## src/hw/rtl/vn_pkg.sv

```systemverilog
`default_nettype none
// ----------------------------------------------------------------------------
// vn_pkg
// Shared constants, register codes and types of the 2D value noise block.
// ----------------------------------------------------------------------------
package vn_pkg;

  localparam int MAX_OCTAVES_DEF = 8;
  localparam int FRAC_BITS_DEF   = 16;

  localparam int COORD_W = 32;
  localparam int VAL_W   = 32;  // lattice / octave value, signed Q2.30
  localparam int OUT_W   = 35;
  localparam int AMP_W   = 17;  // unsigned Q1.16, 65536 is 1.0
  localparam int AMP_FRAC = 16;
  localparam int OCT_W   = 4;

  localparam int CFG_IDX_W  = 1;
  localparam int CFG_DATA_W = 17;

  localparam logic [CFG_IDX_W-1:0] REG_PERSISTENCE  = 1'b0;
  localparam logic [CFG_IDX_W-1:0] REG_OCTAVE_COUNT = 1'b1;

  localparam logic [AMP_W-1:0] AMP_ONE = 17'd65536;
  localparam logic [AMP_W-1:0] PERSISTENCE_RST = 17'd32768;
  localparam logic [OCT_W-1:0] OCTAVE_COUNT_RST = 4'd4;

  localparam logic [31:0] HASH_ROW  = 32'd57;
  localparam int          HASH_SHL  = 13;
  localparam logic [31:0] HASH_A    = 32'd15731;
  localparam logic [31:0] HASH_B    = 32'd789221;
  localparam logic [31:0] HASH_C    = 32'd1376312589;
  localparam logic [31:0] HASH_MASK = 32'h7fffffff;
  localparam logic [31:0] LAT_ONE   = 32'h40000000;

  // register stages inside one octave lane
  localparam int LANE_ST = 13;

  typedef struct packed {
    logic in_ready;
    logic out_valid;
  } vn_hs_t;

endpackage
`default_nettype wire

```

## src/hw/rtl/vn_ctrl.sv

```systemverilog
`default_nettype none
// ----------------------------------------------------------------------------
// vn_ctrl
// Stage valid bits and per-stage load enables; bubbles collapse on stall.
// ----------------------------------------------------------------------------
module vn_ctrl import vn_pkg::*; #(
  parameter int NST = LANE_ST + 3
) (
  input  wire logic           clk,
  input  wire logic           rst,
  input  wire logic           in_valid,
  input  wire logic           out_ready,
  input  wire logic           settled,
  output vn_hs_t              hs,
  output logic [NST-1:0]      en,
  output logic [NST-1:0]      valid
);

  always_comb begin
    en[NST-1] = !valid[NST-1] || out_ready;
    for (int k = NST - 2; k >= 0; k--) begin
      en[k] = !valid[k] || en[k+1];
    end
  end

  assign hs.in_ready  = en[0] && settled;
  assign hs.out_valid = valid[NST-1];

  always_ff @(posedge clk) begin
    if (rst) begin
      valid <= '0;
    end else begin
      if (en[0]) begin
        valid[0] <= in_valid && hs.in_ready;
      end
      for (int k = 1; k < NST; k++) begin
        if (en[k]) begin
          valid[k] <= valid[k-1];
        end
      end
    end
  end

endmodule
`default_nettype wire

```

## config.mk

```make
export PLATFORM = sky130hd
export DESIGN_NAME = vn_ctrl
export DESIGN_NICKNAME = d
export VERILOG_FILES = /design/src/hw/rtl/vn_pkg.sv /design/src/hw/rtl/vn_ctrl.sv
export SDC_FILE = /design/constraint.sdc
export NUM_CORES = 1
export LEC_CHECK = 0
export BUFFER_PORTS_ARGS = -buffer_cell sky130_fd_sc_hd__buf_2
export CORE_MARGIN = 5
export CORE_UTILIZATION = 38
export DETAILED_ROUTE_END_ITERATION = 16
export GPL_TIMING_DRIVEN = 0
export HOLD_SLACK_MARGIN = 0.03
export PLACE_DENSITY = 0.79
export SLEW_MARGIN = 25
export SYNTH_ARGS = -nofsm -noshare
export SYNTH_HDL_FRONTEND = slang
export SYNTH_SLANG_ARGS = --single-unit
```

## constraint.sdc

```tcl
create_clock -name clk -period 1.81 [get_ports clk]
set_input_delay 0.362 -clock clk [delete_from_list [all_inputs] [get_ports clk]]
set_output_delay 0.362 -clock clk [all_outputs]
set_load 0.01 [all_outputs]
```

=== After elaboration in Yosys (flattened, before gate mapping) ===
Cells that the tools add are included.

* Bits in registers: 16
* Bits in latches: 0
* Memory bits (writable): 0
* Bits in read-only memories: 0
* Input port bits: 5
* Output and inout port bits: 34
* Logic and storage cells: 50
* Memories: 0

* Add/subtract/negate cells: 0
* $mul: 0
* Divide/modulo/power cells: 0
* $lt $le $gt $ge: 0
* Eq/ne operators: 0
* Shift-type cells: 0
* Multiplexer cells: 0
* Bitwise logic cells: 0
* Reductions and logical operators: 34

{| class="wikitable"
|+ Operator list
! operator !! number
|-
| $logic_not 1->1 || 16
|-
| $logic_or 1x1->1 || 16
|-
| $logic_and 1x1->1 || 2
|}

=== Longest topological paths before layout ===
* Depth after elaboration: 19
* Mapped depth: 6

=== Least setup slack after synthesis ===
OpenSTA, ideal clock, no wires.

* Path kind: register -> output
* From: reg valid[15]
* To: out en[1]
* Arrival time: 1.625 ns
* Required time: 1.448 ns
* Setup slack: -0.177 ns
* Stages on the path, launching flop included: 7
* Cell sequence: dfxtp_1 -> and3b_1 -> buf_6 -> inv_4 -> nor3_4 -> inv_2 -> or4_1

* Cells in the longest elaborated chain, start to end: 16

{| class="wikitable"
|+ Ends and longest elaborated chain
! what !! line !! RTL
|-
| start: declaration || vn_ctrl.sv:16 || <nowiki>output logic [NST-1:0] valid</nowiki>
|-
| start signal: indexed assignment || vn_ctrl.sv:38 || <nowiki>valid[k] <= valid[k-1];</nowiki>
|-
| $logic_not 1->1 || vn_ctrl.sv:20 || <nowiki>en[NST-1] = !valid[NST-1] || out_ready;</nowiki>
|-
| $logic_or 1x1->1 || vn_ctrl.sv:20 ||
|-
| $logic_or 1x1->1 || vn_ctrl.sv:22 || <nowiki>en[k] = !valid[k] || en[k+1];</nowiki>
|-
| via en[14] || vn_ctrl.sv:15 || <nowiki>output logic [NST-1:0] en,</nowiki>
|-
| $logic_or 1x1->1 (4 in a row) || vn_ctrl.sv:22 ||
|-
| via en[10] || vn_ctrl.sv:15 ||
|-
| $logic_or 1x1->1 (9 in a row) || vn_ctrl.sv:22 ||
|-
| end: declaration || vn_ctrl.sv:15 ||
|}

The timed path passes the listed nets, and every way through them passes these cells.

=== Final worst setup path ===
* From: reg valid[15]
* To: out en[2]

* Cells in the longest elaborated chain, start to end: 15

{| class="wikitable"
|+ Ends and longest elaborated chain
! what !! line
|-
| $logic_not 1->1 || vn_ctrl.sv:20
|-
| $logic_or 1x1->1 || vn_ctrl.sv:20
|-
| $logic_or 1x1->1 (13 in a row) || vn_ctrl.sv:22
|}

No other way between the ends.

==> metrics.txt <==
Tcrit/Tclk final 118%; Slew headroom 66.8%; Final Cell Area 1230 sq um; number of flip-flops in the largest register 16; Clock Sinks 16; flop2flop setup slack 0.06 ns; Worst Max-Slew Pin Slew 0.499 ns; CP Capture Point en[2]; Clock Pin Slew Worst Setup and Hold Paths 0.10 ns; number of global-route vias before repair 788; Ports 39; drt total wl 2510 um; CP arrival 1.77 ns; count of cell types in the netlist 30; antenna viol nets, final 0; sequential area share after synthesis 45.4%; GR Overflow Total 0; syn nets 85; CTS root buf clkbuf_4; DPL Wire Length 1480 um; Fill cells 128; final hold violation count 0; number of synthesized flops with an enable pin 0; setup_tns -2.19 ns; Peak supply drop 365 uV; RSZ-0062 raised after global routing true; Worst Setup End Kind output pin; initial antenna violation count 0; synthesis-to-layout area growth 74.1%; port buffer count 38; status finished, violations left; Slew Limit Fails 0; Pwr Density 499 nW/um^2; cell taking the most area after synthesis dfxtp_1; dpl cell area 941 sq um; routed length per placed instance 15.2 um; failing checks negative setup slack; Synth top cells by count 16 x dfxtp_1, 9 x nand2_1, 7 x inv_1, 7 x nand3_1, 6 x a21oi_1; Largest Register valid; Iter 0 DRT Violations 15; Final WS setup -0.326 ns; Mean Syn Cell Area 8.82 sq um; core area 1750 sq um; Startpoint Class flop; Synth Cell Area 706 sq um; Yosys top cell area share 45.4%; Antenna diodes 0; drt pass-1 iters 4; f_max 468 MHz; initial core utilization 40.4%; Max-cap violations 0; Clock Path Buffers 2; worst skew pair latency 0.29 ns; GRT Total Usage 18.0%; CP Class flop to output pin; chip height 53.1 um; synth top area cells dfxtp_1 45%, nand3_1 5.0%, nand2_1 4.8%; DR vias/cell 5.21; die span in x 53.1 um; WHS 0.316 ns; Worst EP required 1.45 ns; CTS tree built; CTS buffer count 3; # rows 15; Seq cells post-synth 16; YS warnings 0; gpl congestion 0.773; vias post-DR 859; first-pass GRT wire length 3630 um; most frequent cell after synthesis dfxtp_1; ys flop type dfxtp_1; CP startpoint valid[15]; Final setup viols 9; reg2reg path depth 8; Leak 0.556 nW; Syn Inst Count 80; CP Max Fanout 4; die area 2820 sq um; asr flop ratio synth 0%; worst reg2reg endpoint valid[1]; final design utilization 70.4%; largest net degree at the start of global routing 11; DRC 0; CTS H-tree lvls 1; HP Class input pin to flop; Setup Skew 0.00716 ns; largest registers valid (16); post-layout minimum cycle time 2.14 ns; Nets 146; layout cells sized above 1 63.6%; RR Startpoint valid[15]; hold buffer count at CTS 0
==> repair_timing <==
item                                    4_1_cts  5_1_grt
endpoints found under the setup margin       11       10
buffers inserted                             12        8
gates resized for setup                      18       18
pin swaps                                     3        7
==> power by group <==
group | total (mW) | switching (mW) | internal, mW
combinational | 0.0244 | 0.0149 | 0.00951
sequential | 0.352 | 0.00223 | 0.349
clock | 0.237 | 0.114 | 0.123
==> worst min path at each step <==
stage | startpoint | endpoint | cells after the start
after floorplan | rst | valid[8] | 1
after global placement | valid[14] | valid[15] | 2
after detailed placement | valid[14] | valid[15] | 2
after CTS | settled | valid[0] | 2
after global routing | in_valid | valid[0] | 2
final | in_valid | valid[0] | 2
==> final cells by class <==
cell class,count,area (sq um),area share [%]
Buffer,3,22.5,1.83
Clock buffer,4,36.3,2.95
Inverter,10,45.0,3.67
Multi-Input combinational cell,51,375,30.5
Sequential cell,16,342,27.8
Tap cell,25,31.3,2.55
Timing Repair Buffer,56,377,30.7
==> logic make-up (layout without fill, tap and decap cells) <==
kind of cell	Yosys count	in the layout	share of synthesized area (%)
buf+inv	13	73	8.87
compound gates	16	16	15.8
flops	16	16	45.4
simple gates	35	35	30.0
==> critical path: stages (launching register included) <==
cell,delay (ns)
dfxtp_2,0.34
and3b_1,0.17
buf_6,0.11
inv_6,0.03
nor3_4,0.13
inv_2,0.08
or4_4,0.48
buf_6,0.14
==> routing by layer <==
metal / track usage [%] / vias up / wire [um] / share of wire (%)
met4: 12.3 / 0 / 94 / 3.7
met1: 20.4 / 410 / 994 / 40
li1: - / 409 / - / -
met2: 30.8 / 30 / 1300 / 52
met3: 2.54 / 10 / 117 / 4.7
met5: 0 / - / 0 / 0
==> through the flow <==
step / power (mW) / setup slack (ns) / instances
floorplan: 0.375 / -0.0766 / 80
global placement: 0.386 / -0.332 / 143
detailed placement: 0.387 / -0.358 / 143
CTS: 0.620 / -0.382 / 159
global route: 0.639 / -0.388 / 165
finish: 0.613 / -0.326 / 165
==> layout by cell type (no fill, tap or decap), drive strengths merged <==
cell / netlist / layout
buf: 2 / 58
clkbuf: 1 / 5
clkinv: 1 / 1
a21oi: 6 / 6
or3: 1 / 1
nand4: 4 / 4
nor3: 2 / 2
inv: 9 / 9
nand2: 9 / 9
a32o: 1 / 1
o2bb2ai: 1 / 1
nand2b: 1 / 1
and3: 1 / 1
dfxtp: 16 / 16
nor4: 1 / 1
or4: 3 / 3
a22o: 1 / 1
nor2b: 1 / 1
o32ai: 1 / 1
a21boi: 1 / 1
and3b: 1 / 1
o31ai: 3 / 3
o21a: 2 / 2
nand3: 7 / 7
nor2: 4 / 4
Power figures use the tool's default switching activity.
