## config.mk

```make
export PLATFORM = sky130hd
export DESIGN_NAME = vn_cfg
export DESIGN_NICKNAME = d
export VERILOG_FILES = /design/src/hw/rtl/vn_pkg.sv /design/src/hw/rtl/vn_cfg.sv
export SDC_FILE = /design/constraint.sdc
export NUM_CORES = 2
export LEC_CHECK = 0
export BUFFER_PORTS_ARGS = -buffer_cell sky130_fd_sc_hd__buf_4
export CELL_PAD_IN_SITES_DETAIL_PLACEMENT = 0
export CELL_PAD_IN_SITES_GLOBAL_PLACEMENT = 1
export CORE_AREA = 2 2 392 394
export CTS_CLUSTER_DIAMETER = 60
export DETAILED_ROUTE_END_ITERATION = 16
export DIE_AREA = 0 0 394 396
export PLACE_DENSITY_LB_ADDON = 0.1
export SLEW_MARGIN = 15
export SYNTH_ARGS = -nofsm -noshare
export SYNTH_HDL_FRONTEND = slang
export SYNTH_SLANG_ARGS = --single-unit
export TNS_END_PERCENT = 20
```

## constraint.sdc

```tcl
create_clock -name clk -period 10.11 [get_ports clk]
set_input_delay 1.011 -clock clk [delete_from_list [all_inputs] [get_ports clk]]
set_output_delay 1.011 -clock clk [all_outputs]
set_load 0.02 [all_outputs]
```

## src/hw/rtl/vn_pkg.sv

```systemverilog
`default_nettype none
// ----------------------------------------------------------------------------
// vn_pkg
// Shared constants, register codes and types of the 2D value noise block.
// ----------------------------------------------------------------------------
package vn_pkg;

  localparam int MAX_OCTAVES_DEF = 8;
  localparam int FRAC_BITS_DEF   = 16;

  localparam int COORD_W = 32;
  localparam int VAL_W   = 32;  // lattice / octave value, signed Q2.30
  localparam int OUT_W   = 35;
  localparam int AMP_W   = 17;  // unsigned Q1.16, 65536 is 1.0
  localparam int AMP_FRAC = 16;
  localparam int OCT_W   = 4;

  localparam int CFG_IDX_W  = 1;
  localparam int CFG_DATA_W = 17;

  localparam logic [CFG_IDX_W-1:0] REG_PERSISTENCE  = 1'b0;
  localparam logic [CFG_IDX_W-1:0] REG_OCTAVE_COUNT = 1'b1;

  localparam logic [AMP_W-1:0] AMP_ONE = 17'd65536;
  localparam logic [AMP_W-1:0] PERSISTENCE_RST = 17'd32768;
  localparam logic [OCT_W-1:0] OCTAVE_COUNT_RST = 4'd4;

  localparam logic [31:0] HASH_ROW  = 32'd57;
  localparam int          HASH_SHL  = 13;
  localparam logic [31:0] HASH_A    = 32'd15731;
  localparam logic [31:0] HASH_B    = 32'd789221;
  localparam logic [31:0] HASH_C    = 32'd1376312589;
  localparam logic [31:0] HASH_MASK = 32'h7fffffff;
  localparam logic [31:0] LAT_ONE   = 32'h40000000;

  // register stages inside one octave lane
  localparam int LANE_ST = 13;

  typedef struct packed {
    logic in_ready;
    logic out_valid;
  } vn_hs_t;

endpackage
`default_nettype wire

```

## src/hw/rtl/vn_cfg.sv

```systemverilog
`default_nettype none
// ----------------------------------------------------------------------------
// vn_cfg
// Config registers, octave amplitude chain and settle counter.
// ----------------------------------------------------------------------------
module vn_cfg import vn_pkg::*; #(
  parameter int MAX_OCTAVES = MAX_OCTAVES_DEF
) (
  input  wire logic                  clk,
  input  wire logic                  rst,
  input  wire logic                  cfg_we,
  input  wire logic [CFG_IDX_W-1:0]  cfg_index,
  input  wire logic [CFG_DATA_W-1:0] cfg_data,
  output logic [AMP_W-1:0]           weight [MAX_OCTAVES],
  output logic                       settled
);

  localparam int SETTLE   = MAX_OCTAVES + 1;
  localparam int SETTLE_W = $clog2(SETTLE + 1);

  logic [AMP_W-1:0]    persistence;   // held clamped to 1.0
  logic [OCT_W-1:0]    octave_count;  // raw, clamped by the weight mask
  logic [AMP_W-1:0]    amp [MAX_OCTAVES];
  logic [SETTLE_W-1:0] settle_cnt;
  logic [2*AMP_W-1:0]  amp_prod [MAX_OCTAVES];

  always_ff @(posedge clk) begin
    if (rst) begin
      persistence  <= PERSISTENCE_RST;
      octave_count <= OCTAVE_COUNT_RST;
      settle_cnt   <= SETTLE_W'(SETTLE);
    end else if (cfg_we) begin
      settle_cnt <= SETTLE_W'(SETTLE);
      unique case (cfg_index)
        REG_PERSISTENCE: begin
          persistence <= (cfg_data[AMP_W-1:0] > AMP_ONE) ? AMP_ONE : cfg_data[AMP_W-1:0];
        end
        REG_OCTAVE_COUNT: begin
          octave_count <= cfg_data[OCT_W-1:0];
        end
        default: begin
        end
      endcase
    end else if (settle_cnt != '0) begin
      settle_cnt <= settle_cnt - 1'b1;
    end
  end

  assign settled = (settle_cnt == '0);

  // a(i+1) = floor(a(i) * p / 2^16); one step per register
  always_comb begin
    amp_prod[0] = '0;
    for (int i = 1; i < MAX_OCTAVES; i++) begin
      amp_prod[i] = amp[i-1] * persistence;
    end
  end

  always_ff @(posedge clk) begin
    amp[0] <= AMP_ONE;
    for (int i = 1; i < MAX_OCTAVES; i++) begin
      amp[i] <= amp_prod[i][AMP_FRAC +: AMP_W];
    end
    for (int i = 0; i < MAX_OCTAVES; i++) begin
      weight[i] <= (i < int'(octave_count)) ? amp[i] : '0;
    end
  end

endmodule
`default_nettype wire

```

### Word-level counts from Yosys, hierarchy flattened

Memory sizes are Yosys's and may differ from the RTL's. A register that Yosys moved wholly into a read port is not among the register bits.
Index checks and enable logic that the tools add are counted.

| storage, ports and cells | value |
|---|---|
| register bits after elaboration | 144 |
| latch bits | 0 |
| memory bits (writable) | 136 |
| memory bits (read-only) | 0 |
| input bits | 21 |
| output and inout bits | 137 |
| memories | 1 |

| operators by class | value |
|---|---|
| add/sub/neg operators | 1 |
| multipliers | 7 |
| divide/modulo/power cells | 0 |
| magnitude comparators | 9 |
| eq/ne operators | 0 |
| shift-type cells | 0 |
| muxes and demuxes | 1 |
| bitwise gates (word level) | 1 |
| reductions and logical operators | 6 |

Memory list:

| name | depth | width | rd ports | clocked after memory_dff | write ports | line | RTL |
|---|---|---|---|---|---|---|---|
| amp | 8 | 17 | 8 | 1 | 8 | vn_cfg.sv:23 | `logic [AMP_W-1:0] amp [MAX_OCTAVES];` |

Operators with widths:

| cell | number |
|---|---|
| $mul A17 B17 Y33 | 7 |
| $gt A17 B17 Y1 const B | 1 |
| $mux W17 | 1 |
| $lt A3 B4 Y1 const A | 4 |
| $lt A1 B4 Y1 const A | 2 |
| $lt A2 B4 Y1 const A | 2 |
| $logic_not A4 Y1 | 1 |
| $reduce_and A2 Y1 | 2 |
| $reduce_bool A4 Y1 | 1 |
| $sub A4 B1 Y4 const B | 1 |
| $reduce_or A2 Y1 | 1 |
| $logic_not A1 Y1 | 1 |
| $not A1 Y1 | 1 |

### Depth between registers and ports, before layout

| logic depth | value |
|---|---|
| depth in word-level cells | 2 |
| mapped depth | 24 |
| depth with buffers taken out | 22 |

### Least setup slack after synthesis

No wires, ideal clock.

| path | value |
|---|---|
| path type | reg-to-reg |
| start point | reg persistence[2] |
| end point | mem amp[3][15] |
| setup time | 0.119 ns |
| data arrival time | 6.021 ns |
| data required time | 9.991 ns |
| slack | 3.970 ns |
| stages on the path, launching flop included | 22 |
| clock period less this slack | 6.140 ns |
| path through | dfxtp_1 clkbuf_1 clkbuf_1 nand2_1 fa_1 fa_1 fa_1 inv_1 fa_1 fa_1 inv_1 fa_1 inv_1 ha_1 a211o_1 a221o_1 nand3_1 a21oi_1 a311oi_4 o21ai_2 a221o_1 xor2_1 |

RTL lines:

| what | line | RTL |
|---|---|---|
| from (decl) | vn_cfg.sv:21 | `logic [AMP_W-1:0] persistence;` |
| from (signal assigned) | vn_cfg.sv:36 | `persistence <= (cfg_data[AMP_W-1:0] > AMP_ONE) ? AMP_ONE : cfg_data[AMP_W-1:0];` |
| to (decl) | vn_cfg.sv:23 |  |

==> impl_results.md <==
- Vias after detailed routing: approximately 42000
- Clk sinks: 264
- Seq pwr share: 0.293
- Sw power: ~2500 uW
- RSZ-0062 raised after global routing: no
- Post-synth top area share: 0.439
- Worst ir drop on vdd: 0.111 mV
- WP data arrival: just under 8000 ps
- Initial DRC Count: approximately 1900
- Largest net degree at the start of global routing: 105
- ANT nets after route: 0
- Post-Syn Instances: 6724
- # Max-Cap Violations: 0
- GPL Wtd Cong: ~0.80
- R2R Path End: amp[2][16]
- Hold slack: 432 ps
- Startpoint of the worst hold path: amp[7][0]
- Worst Setup End Kind: flip-flop
- WP data required: 10680 ps
- Layout cell share with drive strength beyond 1: 0.0514
- Slowest stage cell on the critical path: dfxtp_4
- Drt pass-1 iters: 5
- Internal Power: 3020 uW
- Worst-path clk slew: 60 ps
- Initial Utilization: 0.399
- CP Cell Sequence: buf_4 -> nand2_1 -> fa_1 -> fa_1 -> fa_1 -> inv_1 -> fa_1 -> fa_1 -> inv_1 -> fa_1 -> inv_1 -> ha_1 -> a21oi_1 -> o21ai_0 -> o21ai_0 -> nand3_1 -> o22ai_1 -> o21ai_0 -> o41ai_1 -> xnor2_1
- Hpwl dp: ~130 mm
- Final setup fails: 0
- Final Max Tran Viols: 0
- I/O Pins: between 150 and 200
- Clk_lat worst skew: roughly 660 ps
- Setup tns final: 0 ps
- Critical R2R Launch: persistence[2]
- Cts hold-fix bufs: 0
- Synth Area in XOR/XNOR: 0.0181
- Deepest clock path buffer count: 3
- TritonCTS buffer count: 48
- Synth Area in Simple Gates: 0.170
- Worst slew margin: 0.215
- Layout Utilization: 0.430
- Port bufs: around 140
- Compound-Gate Fraction of Synth Area: 0.0352
- Async set-reset flop share out of synthesis: 0
- Comb pwr share: 0.402
- Area Growth Syn to Fin: 7.76%
- Tot GR Track Use: 0.226
- Die Y: slightly below 400 um
- Crit path kind: flip-flop to flip-flop
- Critical path's top delay family: adder cells
- Full die area: roughly 0.16 mm2
- Reg2reg setup slack: ~2800 ps
- Hold Crit Endpoint: weight[0]
- CTS H-tree depth: 2
- Reg2Reg Depth: 20
- Worst hold path depth: 1
- Leak pwr: between 0.03 and 0.04 uW
- Post-CTS sizing: 0
- Min Clock Period, post-route: about 7300 ps
- Worst stage delay on the critical path: 950 ps
- Area contributors post-synth: fa_1, ha_1, inv_1, dfxtp_1, and2_1
- Total power per unit cell area: around 85 mW/mm2
- Crit-path most repeated cell: fa_1
- Vias in the first global route: between 40000 and 50000
- Clock Power Share: 0.305
- Top cells by count, synth: inv_1, fa_1, nand2_1, and2_1, ha_1
- Seq/Total Area, Yosys: 0.0874
- F_max: between 100 and 150 MHz
- Number of synthesized flops with an enable pin: 0
- DRC: 0
- GR Overflow Total: 0
- Status: finished, final reports clean
- Placed Instances: roughly 8600
- Tot Pwr: 5510 uW
- Hold Path Class: flip-flop to flip-flop
- First-pass GRT wire length: 274 mm
- TritonCTS clock tree: done
- Postcts setup bufs: 0
- Initial antenna violation count: 12
- Skew final: between 40 and 50 ps
- Count leader, synth: inv_1
- Root buffer cell: clkbuf_16
- Worst Setup Start Kind: flip-flop
- Warnings from Yosys: 0
- Yosys reg bits: approximately 260
- Routed WL: about 170 mm
- Synthesized area: 0.0605 mm2
- Non-filler cells, final: slightly below 9000
- Hold Fails Final Rpt: 0
- # rows: approximately 140
- Area leader, netlist: fa_1
- Die X: between 300 and 400 um
- CP Max Fanout: 54
- Drt via density: 4.85
- Core area: between 0.15 and 0.2 mm2
- Top FF cell, synth: dfxtp_1
- Largest family of logic cells by synthesized area: adder cells
- DR WL/cell: approximately 20 um
- Post-synthesis mux area share: 0.000165
- WP buf/inv: 4
- Unique masters post-synth: between 60 and 70
- Sw frac: 0.452
- Pin slew with the least headroom to its limit: ~1200 ps
- Syn_area_per_cell: ~9 um2
- Crit share post-route: 0.721
- Adder-Cell Fraction of Synth Area: 0.566
- Final net count: about 8600
[sequential cells by signal, summed over array words and instances, names as in the netlist]
| name | cells |
|---|---|
| amp | 119 |
| weight | 120 |
| octave_count | 4 |
| settle_cnt | 4 |
| persistence | 17 |
[per-stage QoR]
stage / setup WS, ps / instance area (um2)
6_report: 2820 / 65200
5_1_grt: 2550 / 65200
4_1_cts: 2840 / 65200
3_5_place_dp: 2900 / 63500
3_3_place_gp: 2940 / 63500
2_1_floorplan: 3970 / 60500
[logic make-up after synthesis]
kind of cell	Yosys count
AO/OA/AOI/OAI	324
buffers and inverters	1976
flip-flops	264
adder cells (fa/ha/maj)	1939
other	1
XOR/XNOR	125
multiplexers	1
AND/OR/NAND/NOR	2094
[layout by cell type, fill, tap and decap left out, types with 25 or more instances in the layout]
master / count
dfxtp_1: 247
nor2b_1: 92
a21o_1: 43
buf_4: 226
fa_1: 1326
nor2_1: 73
clkbuf_16: 48
and2_1: 763
xnor2_1: 90
a21oi_1: 101
ha_1: 613
xor2_1: 35
nand3_1: 32
nand2_1: 1036
o21ai_0: 53
inv_1: 1626
and3_1: 25
[power groups by stage]
stage / combinational (uW) / sequential, uW / clock, uW
6_report: 2220 / 1620 / 1680
5_1_grt: 2530 / 1650 / 1780
3_5_place_dp: 2230 / 1640 / 0
3_3_place_gp: 2210 / 1640 / 0
4_1_cts: 2250 / 1630 / 1740
2_1_floorplan: 1570 / 1330 / 0
[cell type report]
class	instances	area [um2]
flip-flops and latches	264	5350
fillers	15300	86400
multi-input cells	4499	47800
well taps	2030	2540
diodes	5	12.5
clock inverters	33	363
inverters	1626	6100
repair buffers	228	1740
clock buffers	56	1270
[worst max path at each step]
stage | cells after the start | slack, ps | startpoint | endpoint
floorplan | 21 | 3970 | persistence[2] | amp[3][15]
CTS | 20 | 2840 | persistence[2] | amp[2][16]
detailed placement | 20 | 2900 | persistence[15] | amp[4][13]
finish | 20 | 2820 | persistence[2] | amp[2][16]
global placement | 19 | 2940 | persistence[15] | amp[4][13]
global route | 20 | 2550 | persistence[15] | amp[4][13]
[per-layer routing]
layer	share of wire	routed length, um	track usage	vias to the layer above
met5	0	0	0	-
met4	0.018	3120	0.0484	0
met3	0.036	6180	0.0200	147
met2	0.47	80200	0.373	705
met1	0.47	80300	0.324	22100
li1	-	-	-	19400
No activity file was read; power rests on OpenSTA's default activity.
